--- config.mk ---
export PLATFORM = sky130hd
export DESIGN_NAME = dma_burst_descriptor_generator
export DESIGN_NICKNAME = d
export VERILOG_FILES = /design/src/hw/rtl/dbdg_pkg.sv /design/src/hw/rtl/dma_burst_descriptor_generator.sv
export SDC_FILE = /design/constraint.sdc
export NUM_CORES = 1
export LEC_CHECK = 0
export BUFFER_PORTS_ARGS = -buffer_cell sky130_fd_sc_hd__buf_2
export CORE_ASPECT_RATIO = 0.9
export CORE_MARGIN = 2
export CORE_UTILIZATION = 43
export CTS_CLUSTER_DIAMETER = 150
export DETAILED_ROUTE_END_ITERATION = 8
export GPL_TIMING_DRIVEN = 1
export PLACE_DENSITY_LB_ADDON = 0.15
export SYNTH_ARGS = -nofsm -noshare
export SYNTH_HDL_FRONTEND = slang
export SYNTH_SLANG_ARGS = --single-unit
export TNS_END_PERCENT = 100
--- constraint.sdc ---
create_clock -name clk -period 8.6 [get_ports clk]
set_input_delay 1.72 -clock clk [delete_from_list [all_inputs] [get_ports clk]]
set_output_delay 1.72 -clock clk [all_outputs]
set_load 0.01 [all_outputs]
--- src/hw/rtl/dbdg_pkg.sv ---
// shared types and constants for the dma burst descriptor generator
package dbdg_pkg;

	// chunk sizing limits
	localparam int MAX_LOG_BURST = 4;
	localparam int MAX_BURSTS    = 256;

	// derived widths
	localparam int LG_W   = $clog2(MAX_LOG_BURST + 1);
	localparam int NB_W   = $clog2(MAX_BURSTS + 1);
	localparam int BEAT_W = NB_W + MAX_LOG_BURST;

	// field widths of the item ports
	localparam int ADDR_W   = 32;
	localparam int LEN_W    = 32;
	localparam int WORD_W   = 32;
	localparam int STATUS_W = 3;

	// command codes
	localparam logic CMD_START    = 1'b0;
	localparam logic CMD_COMPLETE = 1'b1;

	// result status codes
	typedef enum logic [STATUS_W-1:0] {
		ST_CHUNK      = 3'd0,
		ST_DONE       = 3'd1,
		ST_BUSY       = 3'd2,
		ST_MISALIGNED = 3'd3,
		ST_STRAY      = 3'd4
	} status_t;

	// fixed bits of the channel program words
	localparam logic [WORD_W-1:0] W0_BASE     = 32'hC007_0000;
	localparam logic [WORD_W-1:0] W0_LOW      = 32'h0000_01BC;
	localparam logic [WORD_W-1:0] W1_BASE     = 32'h00BC_0000;
	localparam logic [WORD_W-1:0] W1_LOW      = 32'h0000_0001;
	localparam logic [15:0]       W3_OPCODE   = 16'h02BC;
	localparam logic [WORD_W-1:0] W4_LOOP     = 32'h0020_0000;
	localparam logic [2:0]        ALIGN_MASK  = 3'h7;

endpackage

--- src/hw/rtl/dma_burst_descriptor_generator.sv ---
// dma burst descriptor generator: splits copy requests into five-word channel programs
//
//  channel | handshake          | payload
//  --------+--------------------+----------------------------------------------
//  in      | in_valid/in_ready  | command, dest_addr, src_addr, length_beats
//  out     | out_valid/out_ready| status, program_word0..4, last_chunk
//
// every item yields exactly one result item, which passes from the input register
// into the result register. one item per cycle sustained while out_ready holds:
// input register, one decode/pack pass, result register.
// the transfer state (busy, remaining beats, next addresses) updates as an item
// moves from the input register into the result register.
// a stalled result holds the pass; the input register still takes one more item.
// arst_n clears valid flags and transfer state; payload registers are not reset.
module dma_burst_descriptor_generator (
	input  logic                          clk,
	input  logic                          arst_n,
	input  logic                          in_valid,
	output logic                          in_ready,
	input  logic                          command,
	input  logic [dbdg_pkg::ADDR_W-1:0]   dest_addr,
	input  logic [dbdg_pkg::ADDR_W-1:0]   src_addr,
	input  logic [dbdg_pkg::LEN_W-1:0]    length_beats,
	output logic                          out_valid,
	input  logic                          out_ready,
	output logic [dbdg_pkg::STATUS_W-1:0] status,
	output logic [dbdg_pkg::WORD_W-1:0]   program_word0,
	output logic [dbdg_pkg::WORD_W-1:0]   program_word1,
	output logic [dbdg_pkg::WORD_W-1:0]   program_word2,
	output logic [dbdg_pkg::WORD_W-1:0]   program_word3,
	output logic [dbdg_pkg::WORD_W-1:0]   program_word4,
	output logic                          last_chunk
);
	import dbdg_pkg::*;

	// input stage
	logic               valid_s1;
	logic               cmd_s1;
	logic [ADDR_W-1:0]  dest_s1;
	logic [ADDR_W-1:0]  src_s1;
	logic [LEN_W-1:0]   len_s1;

	// transfer state
	logic               busy_q;
	logic [LEN_W-1:0]   rem_q;
	logic [ADDR_W-1:0]  next_dest_q;
	logic [ADDR_W-1:0]  next_src_q;

	// result register
	logic               out_valid_q;
	status_t            status_q;
	logic [WORD_W-1:0]  word0_q, word1_q, word2_q, word3_q, word4_q;
	logic               last_q;

	// pass logic
	logic               advance;
	logic               is_start;
	logic               misaligned;
	logic               emit;
	logic               go_idle;
	status_t            res_status;
	logic [LEN_W-1:0]   rem_sel;
	logic [ADDR_W-1:0]  dest_sel, src_sel;
	logic [LG_W-1:0]    lg;
	logic [LEN_W-1:0]   shifted;
	logic [NB_W-1:0]    nbursts;
	logic [BEAT_W-1:0]  beats;
	logic [LEN_W-1:0]   rem_next;
	logic [ADDR_W-1:0]  addr_step;
	logic [3:0]         burst_m1;
	logic [7:0]         nb_m1;
	logic [WORD_W-1:0]  w0, w1, w2, w3, w4;
	logic               res_last;

	// handshake: pass moves when the result register is free or being drained
	assign advance  = !out_valid_q || out_ready;
	assign in_ready = !valid_s1 || advance;

	// input register
	always_ff @(posedge clk or negedge arst_n) begin
		if (!arst_n) begin
			valid_s1 <= 1'b0;
		end else if (in_ready) begin
			valid_s1 <= in_valid;
		end
	end

	always_ff @(posedge clk) begin
		if (in_valid && in_ready) begin
			cmd_s1  <= command;
			dest_s1 <= dest_addr;
			src_s1  <= src_addr;
			len_s1  <= length_beats;
		end
	end

	// command decode and status pick
	always_comb begin
		is_start   = (cmd_s1 == CMD_START);
		misaligned = ((dest_s1[2:0] & ALIGN_MASK) != 3'd0) ||
		             ((src_s1[2:0] & ALIGN_MASK) != 3'd0);
		emit       = 1'b0;
		go_idle    = 1'b0;
		res_status = ST_CHUNK;
		if (is_start) begin
			if (busy_q) begin
				res_status = ST_BUSY;
			end else if (misaligned) begin
				res_status = ST_MISALIGNED;
			end else if (len_s1 == '0) begin
				res_status = ST_DONE;
			end else begin
				emit = 1'b1;
			end
		end else begin
			if (!busy_q) begin
				res_status = ST_STRAY;
			end else if (rem_q == '0) begin
				res_status = ST_DONE;
				go_idle    = 1'b1;
			end else begin
				emit = 1'b1;
			end
		end
	end

	// chunk sizing: burst length pick, burst count clamp, address step
	always_comb begin
		rem_sel  = is_start ? len_s1  : rem_q;
		dest_sel = is_start ? dest_s1 : next_dest_q;
		src_sel  = is_start ? src_s1  : next_src_q;
		lg = '0;
		for (int i = 1; i <= MAX_LOG_BURST; i++) begin
			if (rem_sel >= (LEN_W'(1) << i)) begin
				lg = LG_W'(i);
			end
		end
		shifted = rem_sel >> lg;
		if (shifted > LEN_W'(MAX_BURSTS)) begin
			nbursts = NB_W'(MAX_BURSTS);
		end else begin
			nbursts = NB_W'(shifted);
		end
		beats     = BEAT_W'(nbursts) << lg;
		rem_next  = rem_sel - LEN_W'(beats);
		addr_step = ADDR_W'({beats, 3'b000});
		burst_m1  = 4'((LEN_W'(1) << lg) - LEN_W'(1));
		nb_m1     = 8'(nbursts - NB_W'(1));
	end

	// program word packing, zero for non-chunk results
	always_comb begin
		w0       = '0;
		w1       = '0;
		w2       = '0;
		w3       = '0;
		w4       = '0;
		res_last = 1'b0;
		if (emit) begin
			w0       = W0_BASE | (WORD_W'(burst_m1) << 20) | W0_LOW;
			w1       = W1_BASE | (WORD_W'(burst_m1) << 2) | W1_LOW;
			w2       = src_sel;
			w3       = {dest_sel[15:0], W3_OPCODE};
			w4       = (WORD_W'(nb_m1) << 24) | W4_LOOP | WORD_W'(dest_sel[31:16]);
			res_last = (rem_next == '0);
		end
	end

	// transfer state update
	always_ff @(posedge clk or negedge arst_n) begin
		if (!arst_n) begin
			busy_q      <= 1'b0;
			rem_q       <= '0;
			next_dest_q <= '0;
			next_src_q  <= '0;
		end else if (valid_s1 && advance) begin
			if (emit) begin
				busy_q      <= 1'b1;
				rem_q       <= rem_next;
				next_dest_q <= dest_sel + addr_step;
				next_src_q  <= src_sel + addr_step;
			end else if (go_idle) begin
				busy_q <= 1'b0;
			end
		end
	end

	// result register
	always_ff @(posedge clk or negedge arst_n) begin
		if (!arst_n) begin
			out_valid_q <= 1'b0;
		end else if (advance) begin
			out_valid_q <= valid_s1;
		end
	end

	always_ff @(posedge clk) begin
		if (valid_s1 && advance) begin
			status_q <= res_status;
			word0_q  <= w0;
			word1_q  <= w1;
			word2_q  <= w2;
			word3_q  <= w3;
			word4_q  <= w4;
			last_q   <= res_last;
		end
	end

	// outputs
	assign out_valid     = out_valid_q;
	assign status        = status_q;
	assign program_word0 = word0_q;
	assign program_word1 = word1_q;
	assign program_word2 = word2_q;
	assign program_word3 = word3_q;
	assign program_word4 = word4_q;
	assign last_chunk    = last_q;

	// idle block holds no leftover beats
	a_idle_no_remaining: assert property (@(posedge clk) disable iff (!arst_n)
		!busy_q |-> (rem_q == '0))
		else $error("idle with remaining beats");

	// an emitted chunk leaves the block busy
	a_chunk_sets_busy: assert property (@(posedge clk) disable iff (!arst_n)
		(valid_s1 && advance && emit) |=> busy_q)
		else $error("chunk emitted but block not busy");

	// non-chunk results carry an empty program
	a_error_words_zero: assert property (@(posedge clk) disable iff (!arst_n)
		(out_valid_q && status_q != ST_CHUNK) |->
		(word0_q == '0 && word2_q == '0 && word4_q == '0 && !last_q))
		else $error("non-chunk result with program words");

	// the final chunk drains the remaining beat count
	a_last_drains: assert property (@(posedge clk) disable iff (!arst_n)
		(valid_s1 && advance && emit && res_last) |=> (rem_q == '0))
		else $error("last chunk left beats behind");

endmodule

# Word level (Yosys, flattened, before mapping)

Cells that the tools add are included.

Flip-flop bits (word level): 356
Output and inout port bits: 166
Memories kept: 0
Input bits: 101
ROM bits: 0
Bits in writable memories: 0
Bits in latches: 0
Logic and storage cells: 76

Shift operators: 3
Mux-type cells: 28
Divide/modulo/power cells: 0
Equality and inequality tests: 0
Add/sub/neg operators: 5
Reductions and logical operators: 15
$lt $le $gt $ge: 5
Bitwise gates (word level): 1
Multiply operators: 0

Operator list:

| operator            | count |
|---|---|
| $mux 32             | 4 |
| $logic_not 32->1    | 3 |
| $add 32x16->32      | 2 |
| $ge 32x2->1 const B | 1 |
| $ge 32x3->1 const B | 1 |
| $ge 32x4->1 const B | 1 |
| $ge 32x5->1 const B | 1 |
| $gt 32x9->1 const B | 1 |
| $or 32x16->32       | 1 |
| $shr 32x3->32       | 1 |
| $sub 32x13->32      | 1 |
| $mux 24             | 1 |
| $mux 3              | 6 |
| $mux 1              | 14 |
| $shl 9x3->13        | 1 |
| $mux 10             | 1 |
| $mux 9              | 1 |
| $sub 8x1->8 const B | 1 |
| $reduce_bool 3->1   | 2 |
| $reduce_and 2->1    | 2 |
| $shl 1x3->4 const A | 1 |
| $sub 4x2->4 const B | 1 |
| $logic_or 1x1->1    | 3 |
| $logic_and 1x1->1   | 2 |
| 3 further kinds     | 4 |

# Logic depth before layout (Yosys ltp)

Gate-level depths: netlist of the first run.

Depth in word-level cells: 12
Depth in mapped cells: 25
Depth with buffers taken out: 22

# Least setup slack after synthesis of the first run

Ideal clock, no wire load.

Kind: input port to flip-flop
From: input out_ready
To: register rem_q[25]
Buffers on the path: 2
Setup time: 137 ps
Required time: 8463 ps
Stages on the path: 8
Arrival: 5868 ps
Slack: 2595 ps
Cells stage by stage: nand2b_1 > and2_0 > nor2b_1 > clkbuf_1 > clkbuf_1 > nand3_1 > o21ai_0 > a21oi_1

Longest elaborated chain between the ends: 3

RTL lines:

| what                              | RTL line                              | RTL |
|---|---|---|
| from (decl)                       | dma_burst_descriptor_generator.sv:25  | `input logic out_ready,` |
| $logic_or 1x1->1                  | dma_burst_descriptor_generator.sv:76  | `assign advance = !out_valid_q \|\| out_ready;` |
| $logic_and 1x1->1                 | dma_burst_descriptor_generator.sv:176 | `end else if (valid_s1 && advance) begin` |
| $reduce_and 2->1 (no source line) | --                                    |  |
| to (signal assigned)              | dma_burst_descriptor_generator.sv:179 | `rem_q <= rem_next;` |
| to (decl)                         | dma_burst_descriptor_generator.sv:45  | `logic [LEN_W-1:0] rem_q;` |

Every way passes these cells.
A chain may end at the register's enable or synchronous reset.

# Worst setup path in the final report of the first run

From: register cmd_s1
To: register next_src_q[31]

Longest elaborated chain between the ends: 11
Elaborated cells between the ends (all ways): 17
Those cells by class: add/sub (1); order compare (5); shift (2); mux (8); reduce/logical (1)

RTL lines:

| what                   | RTL line                              | RTL |
|---|---|---|
| from (decl)            | dma_burst_descriptor_generator.sv:38  | `logic cmd_s1;` |
| from (signal assigned) | dma_burst_descriptor_generator.sv:90  | `cmd_s1 <= command;` |
| $mux 32                | dma_burst_descriptor_generator.sv:129 | `rem_sel = is_start ? len_s1 : rem_q;` |
| $ge 32x2->1            | dma_burst_descriptor_generator.sv:134 | `if (rem_sel >= (LEN_W'(1) << i)) begin` |
| $mux 1                 | dma_burst_descriptor_generator.sv:134 |  |
| $mux 3 (3 in series)   | dma_burst_descriptor_generator.sv:134 |  |
| $shr 32x3->32          | dma_burst_descriptor_generator.sv:138 | `shifted = rem_sel >> lg;` |
| $gt 32x9->1            | dma_burst_descriptor_generator.sv:139 | `if (shifted > LEN_W'(MAX_BURSTS)) begin` |
| $mux 9                 | dma_burst_descriptor_generator.sv:139 |  |
| $shl 9x3->13           | dma_burst_descriptor_generator.sv:144 | `beats = BEAT_W'(nbursts) << lg;` |
| $add 32x16->32         | dma_burst_descriptor_generator.sv:181 | `next_src_q <= src_sel + addr_step;` |
| to (signal assigned)   | dma_burst_descriptor_generator.sv:181 |  |
| to (decl)              | dma_burst_descriptor_generator.sv:47  | `logic [ADDR_W-1:0] next_src_q;` |

Several ways; a longest one is shown, not always the timed one.

==> out/results.ini, run 1 <==
[run_status]
status=completed

[floorplanning]
start_util_pct=43.8
die_x_um=203
ios=267
die-area_mm2=0.0373
coreArea_mm2=0.0351
row_count=65
die_h_um=183

[timing]
finClkSkew_ps=13.8
fmax_mhz=129
rsz0062_at_grt=no
fin_crit_ps=7740
hold_viol=0
worst_pin_slew_ps=1050
max_slew_margin_pct=29.9
setup_tns_ps=0
finalCritPeriodShare_pct=90.0
setup_viol=0
slew_viol_final=0

[power_and_ir_drop]
p_per_area_mw_per_mm2=234
irDropWorstVdd_uv=140
p_leak_uw=0.00732

[critical_path]
cp_slowest_cell=edfxtp_1
critPathArrivalTime_ps=8260
crit_fanout=27
cp_cell_sequence=buf_4 -> mux2_2 -> a21oi_1 -> nand3_1 -> or4_1 -> o31ai_1 -> o21ai_1 -> nand3_1 -> o21ai_0 -> nand2_1 -> inv_1 -> ha_1 -> nor2b_1 -> o21ai_0 -> nand3_1 -> a2111oi_0 -> o21ai_0 -> a31oi_1 -> nor2_1 -> and4_1 -> o21ai_0 -> o221a_2
endpoint_kind=flop
r2r-start=cmd_s1
r2r-end=next_src_q[31]
required_ps=9110
r2r_cells=22
max_stage_delay_ps=1040
cpMostUsedCell=o21ai_0
r2r_setup_slack_ps=860
critPathKind=flop to flop
cp-start-kind=flop

[min_path]
hold_path_class=flop to flop
whs_endpoint=next_src_q[7]
hold_path_depth=2
min_from=next_src_q[7]

[synthesis]
synthFlopType=edfxtp_1
seq_area_frac_synth_pct=51.0
syn_inst=1454
synth_top_area_share_pct=34.9
ys_warn_count=0
postSynthAreaPerCell_um2=10.6
ys_ff_latch=278
ys_types=74
synthTopCellsByArea=edfxtp_1, dfrtp_1, mux2i_1, buf_4, nand2_1
synthArstFlopShare_pct=35.6
netlist.top_cell.by_area=edfxtp_1
netlist_area_mm2=0.0154
synth_edf_count=179

[place]
place.gp.congestion=0.932
place_hpwl_um=28800
numPortBuffers=210
dp.cells=2057

[grt]
antenna_found_initial=0
grt_pass1_vias=10800
grt.total_usage_pct=21.4
grt_pass1_wl_um=61900
grt.overflow.total=0
grt_max_degree=88

[routing]
drtIter0Drc=735
wirelength_um=40400
wl_per_cell_um=19.1
met2_length_um=17800
num_vias=11300
drt-vias-per-instance=5.35
route.met3.wl_um=2270
ant_nets=0
m1WireLength_um=19400
dr.max_layer_used=met4
first_pass_iters=7
drcViolationCount=0

[final_layout]
area_delta_synth_final_pct=13.7
layout_common_cells=buf_2, edfxtp_1, nand2_1
n_antenna_cell=0
final_cells=2114
drive_gt1_share_pct=20.1
fin_nets=1762
num-fill-cells=3258
final_common_cell=buf_2

[clocking]
cts_max_level=1
post-cts-setup-buffer-count=0
cts_buffers=31
cts_hold_buffers=0
clock_sinks=278
cts-root-buf=clkbuf_16
path_clk_slew_ps=60
cts_resized=0
clock_path_buffers=3
cts_tree=built
clk_latency_ps=570

[run]
cap_viol_max_count=0

worst max path at each step:
| stage | startpoint | endpoint | slack (ps) | cells past startpoint |
|---|---|---|---|---|
| finish | cmd_s1 | next_src_q[31] | 860 | 22 |
| global route | cmd_s1 | next_src_q[31] | 450 | 22 |
| CTS | cmd_s1 | next_src_q[31] | 1030 | 22 |
| detailed placement | cmd_s1 | next_src_q[31] | 1050 | 22 |
| global placement | cmd_s1 | next_src_q[31] | 1200 | 22 |
| floorplan | out_ready | rem_q[25] | 2590 | 8 |
cell families (layout without fill, tap and decap cells):
family                     count (synthesis)  after routing  share of synthesized area [%]
adders and majority gates                 42             42                           3.54
xor gates and xnor gates                  89             89                           5.07
other                                      1             56                         0.0244
DFF                                      278            278                           51.0
AOI/OAI and AO/OA                        290            290                           11.4
muxes                                    104            104                           7.03
buffers and inverters                    188            324                           6.73
and+or+nand+nor                          462            462                           15.2
where the power goes:
group	internal [µW]	total [µW]	switching [µW]
logic	381	961	580
registers	1640	1810	173
clock network	779	1320	539
per-layer routing:
layer  global-route usage [%]  up-vias
li1                         -     5463
met1                     31.5     5406
met2                     33.1      369
met3                     3.62       63
met4                     5.20        0
met5                        0        -
synth_stat cells, drive strengths merged, types with 15 or more instances:
master  instances
o21ai         100
edfxtp        179
dfrtp          99
a21oi          82
buf           105
inv            41
nor4           22
clkbuf         41
xnor2          47
xor2           42
nor3           31
mux2i          71
ha             37
o22ai          19
nor2          103
nand3          45
and2           35
nand2b         15
nand2         134
mux2           33
registers in the layout, indices dropped and copies added (netlist names):
name / flops
dest_s1: 32
len_s1: 32
next_dest_q: 32
next_src_q: 32
program_word2: 32
rem_q: 32
src_s1: 32
program_word4: 25
program_word3: 16
program_word1: 4
status: 3
busy_q: 1
cmd_s1: 1
last_chunk: 1
out_valid: 1
program_word0: 1
valid_s1: 1
cell type report:
type,instances,area [µm²],area share (%)
clock buffers,45,858,4.90
clock inverters,12,145,0.829
flip-flops and latches,278,7850,44.9
multi-input cells,1043,6740,38.5
inverters,42,158,0.901
repair buffers,225,1170,6.66
well taps,469,587,3.35
metrics by stage:
step / setup WS [ps] / util [%] / area (µm²) / power, µW / hold WS (ps)
floorplan: 2590 / - / 15600 / 2500 / 438
global placement: 1200 / 47.0 / 16500 / 2780 / 454
detailed placement: 1050 / 47.0 / 16500 / 2790 / 457
CTS: 1030 / 49.8 / 17500 / 4120 / 470
global route: 452 / 49.8 / 17500 / 4310 / 494
finish: 856 / 49.8 / 17500 / 4090 / 470
worst max-delay path, delay by kind of cell, from the launching register on:
kind	cells	cell delay (ps)
and+or+nand+nor	8	1820
AOI/OAI and AO/OA	10	3650
DFF	1	1040
buffers and inverters	2	420
muxes	1	410
adders and majority gates	1	310
Power figures use the tool's default switching activity.
==> run 2, diff against run 1 <==
==> constraint.sdc (replaced) <==
create_clock -name clk -period 8.6 [get_ports clk]
set_input_delay 0.43 -clock clk [delete_from_list [all_inputs] [get_ports clk]]
set_output_delay 0.43 -clock clk [all_outputs]
set_load 0.01 [all_outputs]
==> run 2 against run 1 <==
Effect of this change:
- wire length grew 0.63%
- combinational power is essentially flat
- non-clock buffer count grew 6
- clock power grew 11%
- global-route usage grew 0.14 points
- register-to-register slack lost 40 ps
- sequential cell count is the same
- worst hold slack lost 460 ps
- cell count grew 0.33%
- cell area grew 1.1%
- power grew 3.5%
- clock skew grew 3.8 ps
- critical path type unchanged
==> out/results.ini, run 2 (synthesis results as in run 1) <==
[timing]
setup_viol=0  ; unchanged
rsz0062_at_grt=no
setup_tns_ps=0  ; unchanged
fmax_mhz=129  ; -0.47%
hold_viol=0  ; unchanged
finalCritPeriodShare_pct=90.5  ; +0.42 points
max_slew_margin_pct=30.0  ; +0.11 points
finClkSkew_ps=17.6  ; +3.83 ps
slew_viol_final=0  ; unchanged
fin_crit_ps=7780  ; +36.4 ps
worst_pin_slew_ps=1050  ; -6.56 ps

[clocking]
cts_hold_buffers=6  ; +6
clock_sinks=278  ; unchanged
cts_max_level=1  ; unchanged
post-cts-setup-buffer-count=0  ; unchanged
path_clk_slew_ps=60  ; about the same
cts_tree=built
clk_latency_ps=590  ; +20 ps
cts_resized=0  ; unchanged
cts_buffers=31  ; unchanged
cts-root-buf=clkbuf_16
clock_path_buffers=3  ; unchanged

[critical_path]
endpoint_kind=flop
r2r-end=next_src_q[31]
cpMostUsedCell=o21ai_0
critPathArrivalTime_ps=8300  ; +40 ps
cp_cell_sequence=buf_4 -> mux2_2 -> a21oi_1 -> nand3_1 -> or4_1 -> o31ai_1 -> o21ai_1 -> nand3_1 -> o21ai_0 -> nand2_1 -> inv_1 -> ha_1 -> nor2b_1 -> o21ai_0 -> nand3_1 -> a2111oi_0 -> o21ai_0 -> a31oi_1 -> nor2_1 -> and4_1 -> o21ai_0 -> o221a_2
required_ps=9120  ; about the same
crit_start=cmd_s1
r2r_cells=22  ; unchanged
r2r-start=cmd_s1
cp_slowest_cell=edfxtp_1
crit_fanout=27  ; unchanged
max_stage_delay_ps=1020  ; -20 ps
r2r_setup_slack_ps=820  ; -40 ps
critPathKind=flop to flop
cp-start-kind=flop

[min_path]
whs_endpoint=src_s1[0]
hold_path_class=input port to flop
hold_path_depth=1  ; -1
min_from=src_addr[0]

[place]
placed_area_mm2=0.0165  ; unchanged
dp.cells=2057  ; unchanged
place.gp.congestion=0.930  ; -0.13%
numPortBuffers=210  ; unchanged
place_hpwl_um=28800  ; about the same

[grt]
grt_pass1_vias=10900  ; +0.98%
grt_max_degree=82  ; -6.8%
antenna_found_initial=0  ; unchanged
grt.overflow.total=0  ; unchanged
grt_pass1_wl_um=62400  ; +0.83%
grt.total_usage_pct=21.6  ; +0.14 points

[routing]
ant_nets=0  ; unchanged
drt-vias-per-instance=5.34  ; -0.20%
drcViolationCount=0  ; unchanged
wirelength_um=40600  ; +0.63%
wl_per_cell_um=19.2  ; +0.30%
drtIter0Drc=872  ; +19%
first_pass_iters=5  ; -2
num_vias=11300  ; +0.13%

[run_status]
status=completed

[floorplanning]
coreArea_mm2=0.0351  ; unchanged
die-area_mm2=0.0373  ; unchanged
start_util_pct=43.8  ; unchanged
row_count=65  ; unchanged
ios=267  ; unchanged
die_h_um=183  ; unchanged
die_x_um=203  ; unchanged

[run]
cap_viol_max_count=0  ; unchanged

[final_layout]
drive_gt1_share_pct=20.6  ; +0.52 points
final_common_cell=buf_2
final_cells=2121  ; +0.33%
fin_nets=1768  ; +0.34%
final_area_mm2=0.0177  ; +1.1%
n_antenna_cell=0  ; unchanged
layout_common_cells=buf_2, edfxtp_1, nand2_1
area_delta_synth_final_pct=15.0

[power_and_ir_drop]
irDropWorstVdd_uv=198  ; +41%
power_uw=4240  ; +3.5%
p_per_area_mw_per_mm2=239  ; +2.4%
p_leak_uw=0.00742  ; +1.3%

## run 2: stage by stage
step | utilization, % | setup WS (ps) | hold slack [ps]
final | 50.4 | 819 | 12.7
after global routing | 50.4 | 598 | 1.80
after CTS | 50.4 | 1040 | 0.482
after detailed placement | 47.0 | 1050 | 456
after global placement | 47.0 | 1220 | 454
after floorplan | - | 2640 | 134
## run 2: cell type report
class | instances | area, µm²
Clock buffer | 40 | 871
Clock inverter | 18 | 260
Fill cell | 3223 | 17400
Inverter | 42 | 158
Multi-Input combinational cell | 1043 | 6740
Sequential cell | 278 | 7850
Tap cell | 469 | 587
Timing Repair Buffer | 231 | 1230
## run 2: worst max-delay path by stage
| stage | to | slack [ps] | cells past startpoint |
|---|---|---|---|
| final | next_src_q[31] | 820 | 22 |
| after global routing | next_src_q[31] | 600 | 22 |
| after CTS | next_src_q[31] | 1040 | 22 |
| after detailed placement | next_src_q[31] | 1050 | 22 |
| after global placement | next_src_q[31] | 1220 | 22 |
| after floorplan | last_chunk | 2640 | 20 |
## run 2: worst max-delay path, delay by kind of cell (launching register included)
family	cells	cell delay, ps
compound gates	10	3700
simple gates	8	1820
flops	1	1020
buf+inv	2	420
mux	1	410
fa+ha+maj	1	310
## run 2: where the power goes
part           internal [µW]  leakage (µW)  switching, µW
clock network            895      0.000554            567
registers               1640       0.00297            172
logic                    383       0.00389            580
total                   2920       0.00742           1320
## run 2: per-layer routing
layer  global-route usage [%]  vias up  wire length (µm)
met3                     3.30       55              2280
li1                         -     5479                 -
met4                     5.14        0               865
met2                     33.6      356             18200
met5                        0        -                 0
met1                     31.7     5426             19300
